--- src/kbs_pkg.sv ---
`default_nettype none
package kbs_pkg;

    localparam int SPEED_W = 22;
    localparam int RATE_W = 18;
    localparam int WB_W = 24;
    localparam int DT_W = 16;
    localparam int POS_W = 32;
    localparam int STEER_W = 17;
    localparam int IN_DATA_W = 40;
    localparam int OUT_DATA_W = 120;
    localparam int CFG_IDX_W = 2;

    localparam int CW = 34;
    localparam int CORDIC_N = 24;
    localparam int DIV_N_W = 64;
    localparam int DIV_D_W = 32;

    localparam logic [CFG_IDX_W-1:0] REG_WHEELBASE = 2'd0;
    localparam logic [CFG_IDX_W-1:0] REG_TIME_STEP = 2'd1;

    localparam logic [WB_W-1:0] WB_RESET = 24'd131072;
    localparam logic [DT_W-1:0] DT_RESET = 16'd6554;

    localparam logic signed [19:0] STEER_LIM = 20'sd51472;
    localparam logic [DIV_D_W-1:0] TWO_PI_Q24 = 32'd105414357;
    localparam logic signed [28:0] TWO_PI_S = 29'sd105414357;
    localparam logic signed [28:0] PI_S = 29'sd52707179;
    localparam logic signed [28:0] HALF_PI_S = 29'sd26353589;
    localparam logic signed [CW-1:0] CORDIC_K = 34'sd652032874;

    function automatic logic signed [CW-1:0] cordic_atan(input logic [4:0] idx);
        logic signed [CW-1:0] v;
        case (idx)
            5'd0: v = 34'sd843314857;
            5'd1: v = 34'sd497837829;
            5'd2: v = 34'sd263043837;
            5'd3: v = 34'sd133525159;
            5'd4: v = 34'sd67021687;
            5'd5: v = 34'sd33543516;
            5'd6: v = 34'sd16775851;
            5'd7: v = 34'sd8388437;
            5'd8: v = 34'sd4194283;
            5'd9: v = 34'sd2097149;
            5'd10: v = 34'sd1048576;
            5'd11: v = 34'sd524288;
            5'd12: v = 34'sd262144;
            5'd13: v = 34'sd131072;
            5'd14: v = 34'sd65536;
            5'd15: v = 34'sd32768;
            5'd16: v = 34'sd16384;
            5'd17: v = 34'sd8192;
            5'd18: v = 34'sd4096;
            5'd19: v = 34'sd2048;
            5'd20: v = 34'sd1024;
            5'd21: v = 34'sd512;
            5'd22: v = 34'sd256;
            5'd23: v = 34'sd128;
            default: v = '0;
        endcase
        return v;
    endfunction

endpackage
`default_nettype wire

--- src/kinematic_bicycle_step.sv ---
`default_nettype none
// One explicit Euler step of a kinematic bicycle per input word: the block keeps x, y, yaw and
// steering angle, and each word (speed, steering rate) advances them once and yields the new
// state as one output word. Wheelbase and time step must be written on the cfg port only while
// idle; the block itself does not enforce this. Each item runs on shared serial units: a
// one-bit-per-cycle multiplier (used five times), a restoring divider (for tan and for the yaw
// change, skipped with zero wheelbase), a 24-step CORDIC (used twice) and five compare and
// subtract steps for the yaw reduction mod two pi. A new word is taken once
// the previous result has been moved into the output register; a result that waits there
// holds the next item in its last step.
module kinematic_bicycle_step (
    input  wire logic                               aclk,
    input  wire logic                               aresetn,
    input  wire logic                               s_tvalid,
    output logic                                    s_tready,
    // speed [21:0], steer_rate [39:22]
    input  wire logic [kbs_pkg::IN_DATA_W-1:0]      s_tdata,
    output logic                                    m_tvalid,
    input  wire logic                               m_tready,
    // pos_x [31:0], pos_y [63:32], heading [95:64], steer_angle [112:96], zero fill
    output logic [kbs_pkg::OUT_DATA_W-1:0]          m_tdata,
    input  wire logic                               cfg_valid,
    output logic                                    cfg_ready,
    input  wire logic [kbs_pkg::CFG_IDX_W-1:0]      cfg_index,
    input  wire logic [kbs_pkg::WB_W-1:0]           cfg_wdata
);
    import kbs_pkg::*;

    localparam logic [3:0] S_IDLE = 4'd0;
    localparam logic [3:0] S_MUL_RATE = 4'd1;
    localparam logic [3:0] S_MUL_VD = 4'd2;
    localparam logic [3:0] S_COR_STEER = 4'd3;
    localparam logic [3:0] S_DIV_TAN = 4'd4;
    localparam logic [3:0] S_MUL_NUM = 4'd5;
    localparam logic [3:0] S_DIV_YAW = 4'd6;
    localparam logic [3:0] S_MOD_YAW = 4'd7;
    localparam logic [3:0] S_COR_YAW = 4'd8;
    localparam logic [3:0] S_MUL_X = 4'd9;
    localparam logic [3:0] S_MUL_Y = 4'd10;
    localparam logic [3:0] S_OUT = 4'd11;

    logic [3:0] state_reg;
    logic [WB_W-1:0] wb_reg;
    logic [DT_W-1:0] dt_reg;
    logic signed [POS_W-1:0] cur_x_reg, cur_y_reg, cur_yaw_reg;
    logic signed [STEER_W-1:0] cur_steer_reg, steer_new_reg;
    logic signed [SPEED_W-1:0] spd_reg;
    logic signed [38:0] vd_reg;
    logic signed [25:0] s24_reg;
    logic signed [23:0] dx_reg;
    logic signed [63:0] dyaw_reg;
    logic neg_reg, fold_reg;

    logic signed [63:0] mul_a_reg, mul_acc_reg;
    logic [25:0] mul_b_reg;
    logic [4:0] mul_cnt_reg;
    logic mul_busy_reg, mul_done_reg;
    logic signed [63:0] mul_term;

    logic cor_start_reg, cor_done;
    logic signed [CW-1:0] cor_z_reg, cor_cos, cor_sin;
    logic div_start_reg, div_done;
    logic [DIV_N_W-1:0] div_n_reg, div_q;
    logic [DIV_D_W-1:0] div_d_reg;

    logic [2:0] mod_cnt_reg;
    logic [32:0] mod_reg, mod_dvs;

    logic m_tvalid_reg;
    logic [OUT_DATA_W-1:0] m_tdata_reg;

    kbs_cordic u_cordic (
        .aclk(aclk), .aresetn(aresetn), .start(cor_start_reg), .z_in(cor_z_reg),
        .done(cor_done), .cos_out(cor_cos), .sin_out(cor_sin)
    );

    kbs_divider u_divider (
        .aclk(aclk), .aresetn(aresetn), .start(div_start_reg), .dividend(div_n_reg),
        .divisor(div_d_reg), .done(div_done), .quotient(div_q)
    );

    // serial multiplier term, top bit of b carries negative weight
    always_comb begin
        if (!mul_b_reg[mul_cnt_reg])
            mul_term = '0;
        else if (mul_cnt_reg == 5'd25)
            mul_term = -mul_a_reg;
        else
            mul_term = mul_a_reg;
    end

    // steering update
    logic signed [35:0] rd_sum;
    logic signed [19:0] st_sum, st_clamp;
    assign rd_sum = $signed(mul_acc_reg[35:0]) + 36'sd32768;
    assign st_sum = {{3{cur_steer_reg[STEER_W-1]}}, cur_steer_reg} + rd_sum[35:16];
    always_comb begin
        if (st_sum > STEER_LIM)
            st_clamp = STEER_LIM;
        else if (st_sum < -STEER_LIM)
            st_clamp = -STEER_LIM;
        else
            st_clamp = st_sum;
    end

    // tan division operands
    logic cos_pos;
    logic signed [CW-1:0] sin_abs;
    assign cos_pos = !cor_cos[CW-1] && (cor_cos != '0);
    assign sin_abs = cor_sin[CW-1] ? -cor_sin : cor_sin;

    logic [63:0] num_abs, q_signed;
    assign num_abs = mul_acc_reg[63] ? 64'(-mul_acc_reg) : 64'(mul_acc_reg);
    assign q_signed = neg_reg ? -div_q : div_q;

    // yaw reduction
    logic signed [32:0] yaw_ext, yaw_mag;
    logic signed [28:0] r0, r1, r2;
    logic fold;
    assign yaw_ext = {cur_yaw_reg[POS_W-1], cur_yaw_reg};
    assign yaw_mag = yaw_ext[32] ? -yaw_ext : yaw_ext;
    // two pi scaled by 16, 8, 4, 2, 1 over the five steps
    assign mod_dvs = {1'b0, TWO_PI_Q24} << (mod_cnt_reg - 3'd1);
    always_comb begin
        if (cur_yaw_reg[POS_W-1] && mod_reg != '0)
            r0 = TWO_PI_S - $signed({1'b0, mod_reg[27:0]});
        else
            r0 = $signed({1'b0, mod_reg[27:0]});
        r1 = (r0 >= PI_S) ? r0 - TWO_PI_S : r0;
        fold = 1'b0;
        r2 = r1;
        if (r1 > HALF_PI_S) begin
            r2 = r1 - PI_S;
            fold = 1'b1;
        end else if (r1 < -HALF_PI_S) begin
            r2 = r1 + PI_S;
            fold = 1'b1;
        end
    end

    // rounded Q.24 cos and sin
    logic signed [CW-1:0] cn, sn, c_rnd, s_rnd;
    assign cn = fold_reg ? -cor_cos : cor_cos;
    assign sn = fold_reg ? -cor_sin : cor_sin;
    assign c_rnd = cn + 34'sd32;
    assign s_rnd = sn + 34'sd32;

    logic signed [63:0] xy_rnd;
    assign xy_rnd = mul_acc_reg + 64'sh0000_0080_0000_0000;

    // state update with saturation
    logic signed [32:0] x_sum, y_sum;
    logic signed [63:0] yaw_sum;
    logic signed [POS_W-1:0] x_sat, y_sat, yaw_sat;
    assign x_sum = {cur_x_reg[POS_W-1], cur_x_reg} + {{9{dx_reg[23]}}, dx_reg};
    assign y_sum = {cur_y_reg[POS_W-1], cur_y_reg} + {{9{xy_rnd[63]}}, xy_rnd[63:40]};
    assign yaw_sum = {{32{cur_yaw_reg[POS_W-1]}}, cur_yaw_reg} + dyaw_reg;
    always_comb begin
        if (x_sum[32] != x_sum[31])
            x_sat = x_sum[32] ? 32'sh8000_0000 : 32'sh7fff_ffff;
        else
            x_sat = x_sum[31:0];
        if (y_sum[32] != y_sum[31])
            y_sat = y_sum[32] ? 32'sh8000_0000 : 32'sh7fff_ffff;
        else
            y_sat = y_sum[31:0];
        if (yaw_sum > 64'sh0000_0000_7fff_ffff)
            yaw_sat = 32'sh7fff_ffff;
        else if (yaw_sum < -64'sh0000_0000_8000_0000)
            yaw_sat = 32'sh8000_0000;
        else
            yaw_sat = yaw_sum[31:0];
    end

    logic s_acc;
    assign s_acc = s_tvalid && s_tready;
    assign s_tready = (state_reg == S_IDLE);

    always_ff @(posedge aclk) begin
        if (!aresetn) begin
            state_reg <= S_IDLE;
            wb_reg <= WB_RESET;
            dt_reg <= DT_RESET;
            cur_x_reg <= '0;
            cur_y_reg <= '0;
            cur_yaw_reg <= '0;
            cur_steer_reg <= '0;
            mul_busy_reg <= 1'b0;
            mul_done_reg <= 1'b0;
            mul_cnt_reg <= '0;
            cor_start_reg <= 1'b0;
            div_start_reg <= 1'b0;
            m_tvalid_reg <= 1'b0;
        end else begin
            cor_start_reg <= 1'b0;
            div_start_reg <= 1'b0;
            mul_done_reg <= 1'b0;
            if (m_tvalid_reg && m_tready)
                m_tvalid_reg <= 1'b0;
            if (cfg_valid) begin
                if (cfg_index == REG_WHEELBASE)
                    wb_reg <= cfg_wdata;
                else if (cfg_index == REG_TIME_STEP)
                    dt_reg <= cfg_wdata[DT_W-1:0];
            end

            if (mul_busy_reg) begin
                mul_acc_reg <= mul_acc_reg + mul_term;
                mul_a_reg <= mul_a_reg <<< 1;
                mul_cnt_reg <= mul_cnt_reg + 5'd1;
                if (mul_cnt_reg == 5'd25) begin
                    mul_busy_reg <= 1'b0;
                    mul_done_reg <= 1'b1;
                end
            end

            case (state_reg)
                S_IDLE: begin
                    if (s_acc) begin
                        spd_reg <= $signed(s_tdata[SPEED_W-1:0]);
                        mul_a_reg <= 64'($signed(s_tdata[SPEED_W+RATE_W-1:SPEED_W]));
                        mul_b_reg <= {10'd0, dt_reg};
                        mul_acc_reg <= '0;
                        mul_cnt_reg <= '0;
                        mul_busy_reg <= 1'b1;
                        state_reg <= S_MUL_RATE;
                    end
                end
                S_MUL_RATE: begin
                    if (mul_done_reg) begin
                        steer_new_reg <= st_clamp[STEER_W-1:0];
                        mul_a_reg <= 64'(spd_reg);
                        mul_b_reg <= {10'd0, dt_reg};
                        mul_acc_reg <= '0;
                        mul_cnt_reg <= '0;
                        mul_busy_reg <= 1'b1;
                        state_reg <= S_MUL_VD;
                    end
                end
                S_MUL_VD: begin
                    if (mul_done_reg) begin
                        vd_reg <= mul_acc_reg[38:0];
                        cor_z_reg <= {{3{cur_steer_reg[STEER_W-1]}}, cur_steer_reg, 14'd0};
                        cor_start_reg <= 1'b1;
                        state_reg <= S_COR_STEER;
                    end
                end
                S_COR_STEER: begin
                    if (cor_done) begin
                        if (cos_pos) begin
                            neg_reg <= cor_sin[CW-1];
                            div_n_reg <= {14'd0, sin_abs[CW-1:0], 16'd0};
                            div_d_reg <= cor_cos[DIV_D_W-1:0];
                            div_start_reg <= 1'b1;
                            state_reg <= S_DIV_TAN;
                        end else begin
                            mul_a_reg <= 64'(vd_reg);
                            mul_b_reg <= '0;
                            mul_acc_reg <= '0;
                            mul_cnt_reg <= '0;
                            mul_busy_reg <= 1'b1;
                            state_reg <= S_MUL_NUM;
                        end
                    end
                end
                S_DIV_TAN: begin
                    if (div_done) begin
                        mul_a_reg <= 64'(vd_reg);
                        mul_b_reg <= q_signed[25:0];
                        mul_acc_reg <= '0;
                        mul_cnt_reg <= '0;
                        mul_busy_reg <= 1'b1;
                        state_reg <= S_MUL_NUM;
                    end
                end
                S_MUL_NUM: begin
                    if (mul_done_reg) begin
                        if (wb_reg == '0) begin
                            dyaw_reg <= '0;
                            mod_reg <= yaw_mag[32:0];
                            mod_cnt_reg <= 3'd5;
                            state_reg <= S_MOD_YAW;
                        end else begin
                            neg_reg <= mul_acc_reg[63];
                            div_n_reg <= num_abs;
                            div_d_reg <= {wb_reg, 8'd0};
                            div_start_reg <= 1'b1;
                            state_reg <= S_DIV_YAW;
                        end
                    end
                end
                S_DIV_YAW: begin
                    if (div_done) begin
                        dyaw_reg <= $signed(q_signed);
                        mod_reg <= yaw_mag[32:0];
                        mod_cnt_reg <= 3'd5;
                        state_reg <= S_MOD_YAW;
                    end
                end
                S_MOD_YAW: begin
                    if (mod_cnt_reg != '0) begin
                        if (mod_reg >= mod_dvs)
                            mod_reg <= mod_reg - mod_dvs;
                        mod_cnt_reg <= mod_cnt_reg - 3'd1;
                    end else begin
                        fold_reg <= fold;
                        cor_z_reg <= {{5{r2[28]}}, r2[28:0]} <<< 6;
                        cor_start_reg <= 1'b1;
                        state_reg <= S_COR_YAW;
                    end
                end
                S_COR_YAW: begin
                    if (cor_done) begin
                        s24_reg <= s_rnd[31:6];
                        mul_a_reg <= 64'(vd_reg);
                        mul_b_reg <= c_rnd[31:6];
                        mul_acc_reg <= '0;
                        mul_cnt_reg <= '0;
                        mul_busy_reg <= 1'b1;
                        state_reg <= S_MUL_X;
                    end
                end
                S_MUL_X: begin
                    if (mul_done_reg) begin
                        dx_reg <= xy_rnd[63:40];
                        mul_a_reg <= 64'(vd_reg);
                        mul_b_reg <= s24_reg;
                        mul_acc_reg <= '0;
                        mul_cnt_reg <= '0;
                        mul_busy_reg <= 1'b1;
                        state_reg <= S_MUL_Y;
                    end
                end
                S_MUL_Y: begin
                    if (mul_done_reg) begin
                        cur_y_reg <= y_sat;
                        state_reg <= S_OUT;
                    end
                end
                S_OUT: begin
                    if (!m_tvalid_reg || m_tready) begin
                        cur_x_reg <= x_sat;
                        cur_yaw_reg <= yaw_sat;
                        cur_steer_reg <= steer_new_reg;
                        m_tdata_reg <= {7'd0, steer_new_reg, yaw_sat, cur_y_reg, x_sat};
                        m_tvalid_reg <= 1'b1;
                        state_reg <= S_IDLE;
                    end
                end
                default: begin
                    state_reg <= S_IDLE;
                end
            endcase
        end
    end

    assign cfg_ready = 1'b1;
    assign m_tvalid = m_tvalid_reg;
    assign m_tdata = m_tdata_reg;

    a_idle_mul: assert property (@(posedge aclk) disable iff (!aresetn)
        s_tready |-> !mul_busy_reg)
        else $error("multiplier busy while idle");
    a_steer_lim: assert property (@(posedge aclk) disable iff (!aresetn)
        (cur_steer_reg <= STEER_LIM[STEER_W-1:0] || cur_steer_reg[STEER_W-1])
        && (cur_steer_reg >= -STEER_LIM[STEER_W-1:0] || !cur_steer_reg[STEER_W-1]))
        else $error("steering state out of range");
    a_div_owner: assert property (@(posedge aclk) disable iff (!aresetn)
        div_done |-> (state_reg == S_DIV_TAN || state_reg == S_DIV_YAW))
        else $error("divider result outside a divide step");
    a_cor_owner: assert property (@(posedge aclk) disable iff (!aresetn)
        cor_done |-> (state_reg == S_COR_STEER || state_reg == S_COR_YAW))
        else $error("cordic result outside a cordic step");
    a_out_load: assert property (@(posedge aclk) disable iff (!aresetn)
        (state_reg == S_OUT && (!m_tvalid_reg || m_tready)) |=> (m_tvalid && s_tready))
        else $error("result not loaded");

endmodule
`default_nettype wire

--- src/kbs_cordic.sv ---
`default_nettype none
module kbs_cordic (
    input  wire logic                          aclk,
    input  wire logic                          aresetn,
    input  wire logic                          start,
    input  wire logic signed [kbs_pkg::CW-1:0] z_in,
    output logic                               done,
    output logic signed [kbs_pkg::CW-1:0]      cos_out,
    output logic signed [kbs_pkg::CW-1:0]      sin_out
);
    import kbs_pkg::*;

    logic signed [CW-1:0] x_reg, y_reg, z_reg;
    logic [4:0] it_reg;
    logic busy_reg, done_reg;
    logic signed [CW-1:0] dx, dy, at;

    assign dx = y_reg >>> it_reg;
    assign dy = x_reg >>> it_reg;
    assign at = cordic_atan(it_reg);

    always_ff @(posedge aclk) begin
        if (!aresetn) begin
            busy_reg <= 1'b0;
            done_reg <= 1'b0;
            it_reg <= '0;
        end else begin
            done_reg <= 1'b0;
            if (start) begin
                x_reg <= CORDIC_K;
                y_reg <= '0;
                z_reg <= z_in;
                it_reg <= '0;
                busy_reg <= 1'b1;
            end else if (busy_reg) begin
                if (!z_reg[CW-1]) begin
                    x_reg <= x_reg - dx;
                    y_reg <= y_reg + dy;
                    z_reg <= z_reg - at;
                end else begin
                    x_reg <= x_reg + dx;
                    y_reg <= y_reg - dy;
                    z_reg <= z_reg + at;
                end
                it_reg <= it_reg + 5'd1;
                if (it_reg == 5'(CORDIC_N - 1)) begin
                    busy_reg <= 1'b0;
                    done_reg <= 1'b1;
                end
            end
        end
    end

    assign done = done_reg;
    assign cos_out = x_reg;
    assign sin_out = y_reg;

endmodule
`default_nettype wire

--- src/kbs_divider.sv ---
`default_nettype none
module kbs_divider (
    input  wire logic                            aclk,
    input  wire logic                            aresetn,
    input  wire logic                            start,
    input  wire logic [kbs_pkg::DIV_N_W-1:0]     dividend,
    input  wire logic [kbs_pkg::DIV_D_W-1:0]     divisor,
    output logic                                 done,
    output logic [kbs_pkg::DIV_N_W-1:0]          quotient
);
    import kbs_pkg::*;

    logic [DIV_N_W-1:0] num_reg, q_reg;
    logic [DIV_D_W-1:0] den_reg, rem_reg;
    logic [5:0] cnt_reg;
    logic busy_reg, done_reg;
    logic [DIV_D_W:0] sh, diff;
    logic ge;

    assign sh = {rem_reg, num_reg[DIV_N_W-1]};
    assign diff = sh - {1'b0, den_reg};
    assign ge = sh >= {1'b0, den_reg};

    always_ff @(posedge aclk) begin
        if (!aresetn) begin
            busy_reg <= 1'b0;
            done_reg <= 1'b0;
            cnt_reg <= '0;
        end else begin
            done_reg <= 1'b0;
            if (start) begin
                num_reg <= dividend;
                den_reg <= divisor;
                rem_reg <= '0;
                q_reg <= '0;
                cnt_reg <= '0;
                busy_reg <= 1'b1;
            end else if (busy_reg) begin
                rem_reg <= ge ? diff[DIV_D_W-1:0] : sh[DIV_D_W-1:0];
                q_reg <= {q_reg[DIV_N_W-2:0], ge};
                num_reg <= {num_reg[DIV_N_W-2:0], 1'b0};
                cnt_reg <= cnt_reg + 6'd1;
                if (cnt_reg == 6'(DIV_N_W - 1)) begin
                    busy_reg <= 1'b0;
                    done_reg <= 1'b1;
                end
            end
        end
    end

    assign done = done_reg;
    assign quotient = q_reg;

endmodule
`default_nettype wire
--- config.mk ---
export PLATFORM = sky130hd
export DESIGN_NAME = kinematic_bicycle_step
export DESIGN_NICKNAME = d
export VERILOG_FILES = /design/src/kbs_pkg.sv /design/src/kinematic_bicycle_step.sv /design/src/kbs_cordic.sv /design/src/kbs_divider.sv
export SDC_FILE = /design/constraint.sdc
export NUM_CORES = 2
export LEC_CHECK = 0
export BUFFER_PORTS_ARGS = -buffer_cell sky130_fd_sc_hd__buf_2
export CAP_MARGIN = 20
export CORE_MARGIN = 2
export CORE_UTILIZATION = 60
export DETAILED_ROUTE_END_ITERATION = 16
export PLACE_DENSITY_LB_ADDON = 0.05
export SYNTH_ARGS = -nofsm -noshare
export SYNTH_HDL_FRONTEND = slang
export SYNTH_SLANG_ARGS = --single-unit
--- constraint.sdc ---
create_clock -name aclk -period 11.3 [get_ports aclk]
set_input_delay 3.39 -clock aclk [delete_from_list [all_inputs] [get_ports aclk]]
set_output_delay 3.39 -clock aclk [all_outputs]
set_load 0.01 [all_outputs]
# After elaboration in Yosys (flattened, before gate mapping)
# Memory sizes are Yosys's and may differ from the RTL's. A register that Yosys moved wholly into a read port is not among the register bits.
# Index checks and enable logic that the tools add are counted.
[word_totals]
register_bits = 1103
romBits = 960
output_inout_bits = 123
wordCells = 323
mem_count = 1
[memory_table]
columns = ["memory", "depth", "width", "read_ports", "rd_clocked_by_memory_dff", "wr", "line_no", "text"]
rows = [
  ["(no name shown)", 32, 30, 1, 1, 0, "kbs_pkg.sv:34", "case (idx)"],
]
[classes]
n_addsub = 31
magnitude_cmp = 10
eq_ne = 35
shifts = 3
mux = 146
n_bitwise = 5
reduce_logical = 48
[ops]
columns = ["cell", "n"]
rows = [
  ["64-bit two-way mux", 29],
  ["32-bit two-way mux", 14],
  ["64-bit one-hot mux with 6 select lines", 1],
  ["34-bit two-way mux", 10],
  ["64-bit one-hot mux with 5 select lines", 1],
  ["64-bit one-hot mux with 2 select lines", 2],
  ["33-bit two-way mux", 6],
  ["64-bit negation", 3],
  ["26-bit two-way mux", 7],
  ["26-bit one-hot mux with 6 select lines", 1],
  ["64-bit adder", 2],
  ["34-bit adder", 3],
  ["34-bit subtractor", 3],
  ["33-bit one-hot mux with 3 select lines", 1],
  ["34-bit one-hot mux with 2 select lines", 1],
  ["34-bit by 5-bit >>> shifter with 34-bit output", 2],
  ["32-bit by 24-bit adder with 33-bit output", 2],
  ["32-bit by 7-bit adder with 32-bit output (second input constant)", 2],
  ["64-bit by 41-bit adder with 64-bit output (second input constant)", 1],
  ["64-bit by 32-bit greater-than comparator with 1-bit output (second input constant)", 1],
  ["64-bit by 32-bit < comparator with 1-bit output (second input constant)", 1],
  ["32-bit one-hot mux with 2 select lines", 1],
  ["29-bit two-way mux", 2],
  ["28-bit two-way mux", 2],
  ["other kinds (66)", 180],
]

# Depth between registers and ports, before layout
[logic_depth]
depth_word = 10
ltp_mapped = 32

# Hierarchy
# A second synthesis with hierarchy kept.
[unflattened]
cells_unflattened = 9150
hier_area_um2 = 83847.9
[by_module_without_submodules]
columns = ["module", "n_inst", "cells_per_inst", "area_per_inst_um2"]
rows = [
  ["kinematic_bicycle_step", 1, 6463, 57353.8],
  ["kbs_cordic", 1, 1947, 16931.2],
  ["kbs_divider", 1, 740, 9562.9],
]

# Worst setup path after synthesis
# No wires, ideal clock.
[synth_timing]
path_kind = "input to register"
startpoint = "input port aresetn"
endpoint = "register cor_z_reg[10], enable pin"
setup_ns = 0.372
arrival_ns = 8.371
slack_ns = 2.557
path_stages = 4
n_path_buf = 1
cell_sequence = "clkbuf_1 > nand2_1 > nor4_1 > or2_2"
[synth_between]
elab_chain_cells = 1
[synth_rtl]
columns = ["item", "line_no", "text"]
rows = [
  ["start, declared", "kinematic_bicycle_step.sv:13", "input wire logic aresetn,"],
  ["4-bit AND reduction (no line)", "n/a", ""],
  ["end signal, assigned", "kinematic_bicycle_step.sv:243", "cor_z_reg <= {{3{cur_steer_reg[STEER_W-1]}}, cur_steer_reg, 14'd0};"],
  ["end signal, assigned", "kinematic_bicycle_step.sv:307", "cor_z_reg <= {{5{r2[28]}}, r2[28:0]} <<< 6;"],
  ["end, declared", "kinematic_bicycle_step.sv:61", "logic signed [CW-1:0] cor_z_reg, cor_cos, cor_sin;"],
]
# Every way passes these cells.
# A chain may end at the register's enable or synchronous reset.

# Worst setup path in the final report
[layout_timing]
startpoint = "register u_cordic.it_reg[0]"
endpoint = "register u_cordic.y_reg[33], in the netlist u_cordic.sin_out[33] (data pin)"
[layout_between]
elab_chain_cells = 4
[layout_rtl]
columns = ["item", "line_no", "text"]
rows = [
  ["start, declared", "kbs_cordic.sv:14", "logic [4:0] it_reg;"],
  ["start signal, assigned", "kbs_cordic.sv:45", "it_reg <= it_reg + 5'd1;"],
  ["34-bit by 5-bit >>> shifter with 34-bit output *", "kbs_cordic.sv:19", "assign dy = x_reg >>> it_reg;"],
  ["34-bit adder or 34-bit subtractor (tied branches)", "kbs_cordic.sv:38, kbs_cordic.sv:42", ""],
  ["34-bit two-way mux *", "kbs_cordic.sv:36", "if (!z_reg[CW-1]) begin"],
  ["34-bit two-way mux *", "kbs_cordic.sv:35", "end else if (busy_reg) begin"],
  ["end signal, assigned", "kbs_cordic.sv:38", "y_reg <= y_reg + dy;"],
  ["end signal, assigned", "kbs_cordic.sv:42", "y_reg <= y_reg - dy;"],
  ["end, declared", "kbs_cordic.sv:13", "logic signed [CW-1:0] x_reg, y_reg, z_reg;"],
]
# Mark *: on every way between the ends. The rest lies on a longest branch, timed or not. The select of a mux whose other input is x is not followed.

==> qor.csv <==
stage,metric,value,unit
layout,largest_register_ff_count,113,
global_route,grt_use_total,0.354,
min_path,worst_hold_startpoint,div_d_reg[4],
power,power,0.0145,W
logic_synthesis,synthTopCellsByArea,"edfxtp_1 (34%), ha_1 (6.3%), dfxtp_1 (5.2%)",
clock_tree,cts_resized,0,
sta,rsz0062_at_grt,no,
clock_tree,insertion_delay,0.77,ns
power,clkPwrFrac,0.299,
drt,drc,0,
global_route,grt_max_degree,112,
power,leakage,33.7,nW
drt,via_per_inst,6.50,
setup_path,start_kind,flop,
sta,hold_viol_final,0,
drt,postRouteAntennaNets,0,
logic_synthesis,synth_area,81100,µm²
clock_tree,clock_sinks,1127,
logic_synthesis,async_flop_share,0,
clock_tree,ctsHoldBuffers,0,
drt,drt-wirelength-per-cell,23.6,µm
layout,ff_latch_area,31700,µm²
run_status,outcome,"finished, final reports clean",
logic_synthesis,ys.flop_type,edfxtp_1,
global_route,use_met1,0.501,
clock_tree,root_buffer,clkbuf_16,
layout,area_growth,8.37,%
clock_tree,post_cts_buffers,0,
global_route,antenna_found_initial,20,
setup_path,cp_max_fo,46,
die,die_w,372,µm
drt,dr.pass1.iters,8,
power,seqPwrFrac,0.386,
layout,final_common_cell,edfxtp_1,
power,sw_frac_of_total,0.355,
global_route,grt_pass1_wl,379,mm
sta,slew_headroom,0.172,
power,power_density,165,nW/µm²
logic_synthesis,ys_ff_latch,1127,
logic_synthesis,synth_top_area_frac,0.339,
die,core_area,134000,µm²
global_route,overflow,0,
layout,n_fill_cell,11100,
clock_tree,h-tree-depth,4,
die,die_y,372,µm
power,pwr-share-comb,0.315,
setup_path,r2r_start,u_cordic.it_reg[0],
global_route,use_met3,0.0773,
drt,route.vias.total,68900,
min_path,hp-class,flop to flop,
placement,numPortBuffers,185,
placement,postPlaceCellArea,83300,µm²
drt,drtIter0Drc,7823,
logic_synthesis,syn_avg_cell_area,9.23,µm²
global_route,use_met2,0.528,
logic_synthesis,synth-seq-area-share,0.391,
layout,drive_above_1_share,0.0968,
sta,setup_violations,0,
setup_path,required,11.80,ns
power,p_int,0.00935,W
layout,most-common-layout-cells,"edfxtp_1 (915), nor2_1 (893), nand2_1 (819)",
setup_path,critical_path.slowest_cell,buf_4,
clock_tree,tritoncts,yes,
logic_synthesis,ys_warn_count,0,
layout,post-route-util,0.657,
global_route,top_usage_layer,met2,
clock_tree,numCtsBuffers,130,
setup_path,endpoint_kind,flop,
run,cap_viol_max_count,0,
global_route,grt_pass1_vias,63800,
layout,multi_input_area,46700,µm²
setup_path,slowest_delay,0.64,ns
die,initial_core_util,0.606,
setup_path,startpoint,u_cordic.it_reg[0],
sta,skew,0.0352,ns
sta,drv_slew,0,
power,p_sw,0.00515,W
power,peakVddDrop,0.425,mV
layout,final_cell_area,87900,µm²
sta,tightest_slew,1.23,ns
logic_synthesis,synth_cells,8787,
setup_path,critical_path_class,flop to flop,
logic_synthesis,yosys.cell_types.count,122,
logic_synthesis,yosys.area.top_type,edfxtp_1,
drt,finalWirelength,250,mm
die,die-area,138000,µm²
layout,nets,9229,
setup_path,cp_data_arrival_time,8.59,ns
sta,layout_worst_path_cycle_share,0.716,
die,num_rows,134,
clock_tree,path_clk_slew,0.06,ns
placement,finalWeightedCongestion,1.00,
logic_synthesis,synth-edff-count,915,
sta,max_clock_freq,124,MHz
sta,fin_crit,8.09,ns
die,io_pins,194,
sta,setup-tns-final,0,ns
setup_path,path_cells,buf_4 -> mux4_2 -> mux4_2 -> o21ai_0 -> nor2b_1 -> and2_1 -> and4b_1 -> nor2_1 -> xnor2_1 -> ha_1 -> a21o_1 -> a2111oi_0 -> a221oi_1 -> a311oi_1 -> o31ai_1 -> a2111oi_0 -> o31ai_1 -> nor4_1 -> o41ai_1 -> a21o_1 -> a21oi_1 -> xnor2_1 -> nor2_1,
placement,dp_hpwl,184,mm
clock_tree,clockBufferDepth,3,
## critical path: cells and delay by family (launching register included)
kind | cells | cell delay (ns)
compound gates | 11 | 3.69
xor+xnor | 2 | 0.29
fa+ha+maj | 1 | 0.33
buf+inv | 1 | 0.64
flops | 1 | 0.60
mux | 2 | 1.12
simple gates | 6 | 1.16
## final timing paths
kind                          endpoint  slack, ns  cells after the start
setup / recovery  u_cordic.sin_out[33]       3.21                     23
hold / removal    u_divider.den_reg[4]       0.42                      0
setup reg to reg  u_cordic.sin_out[33]       3.21                     23
hold reg to reg   u_divider.den_reg[4]       0.42                      0
## power by group through the flow
| stage | combinational (W) | clock (W) | sequential [W] |
|---|---|---|---|
| finish | 0.00457 | 0.00433 | 0.00559 |
| global route | 0.00502 | 0.00453 | 0.00563 |
| CTS | 0.00448 | 0.00438 | 0.00557 |
| detailed placement | 0.00444 | 0 | 0.00566 |
| global placement | 0.00430 | 0 | 0.00565 |
| floorplan | 0.00349 | 0 | 0.00531 |
## through the flow
step | hold WS, ns | instances | setup slack, ns
after floorplan | 0.400 | 8793 | 2.56
after global placement | 0.405 | 10400 | 3.41
after detailed placement | 0.405 | 10400 | 3.32
after CTS | 0.417 | 10600 | 3.29
after global routing | 0.423 | 10600 | 2.48
final | 0.418 | 10600 | 3.21
## cell families after synthesis
family / Yosys count / share of synthesized area
muxes: 373 / 0.0602
other: 2 / 0.0000926
DFF: 1127 / 0.391
xor gates and xnor gates: 838 / 0.0906
AOI/OAI and AO/OA: 2365 / 0.185
buffers and inverters: 730 / 0.0349
adders and majority gates: 435 / 0.0676
and+or+nand+nor: 2917 / 0.170
## routing by layer
| layer | up-vias | share of wire |
|---|---|---|
| li1 | 32100 | - |
| met1 | 33100 | 0.42 |
| met2 | 3183 | 0.43 |
| met3 | 531 | 0.10 |
| met4 | 12 | 0.043 |
| met5 | - | 0.00031 |
## final cells by class
cell class,count,share of cell area
diodes,3,0.0000855
clock buffers,177,0.0428
clock inverters,60,0.00701
inverters,250,0.0107
multi-input cells,6936,0.532
flip-flops and latches,1127,0.361
well taps,1768,0.0252
repair buffers,293,0.0211
## synthesized netlist by cell type, types with 51 or more instances
master      n
nand4_1    63
nor2_1    901
or4_1      52
nand2_1   820
edfxtp_1  915
xnor2_1   450
a21o_1    155
clkbuf_1  408
mux2i_1   171
and2_1     66
nand2b_1  110
nor4_1     60
or2_2      51
inv_1     246
ha_1      410
a21boi_0   95
a211oi_1   70
or3_1     103
nor3_1    184
dfxtp_1   212
nor2b_1   150
a31oi_1    62
mux4_2     78
nand3_1   172
and3_1     82
xor2_1    387
o21bai_1   59
o21a_1     83
o21ai_0   620
o211ai_1   51
o31ai_1   101
a21oi_1   679
mux2_2    122
No activity file was read; power rests on OpenSTA's default activity.
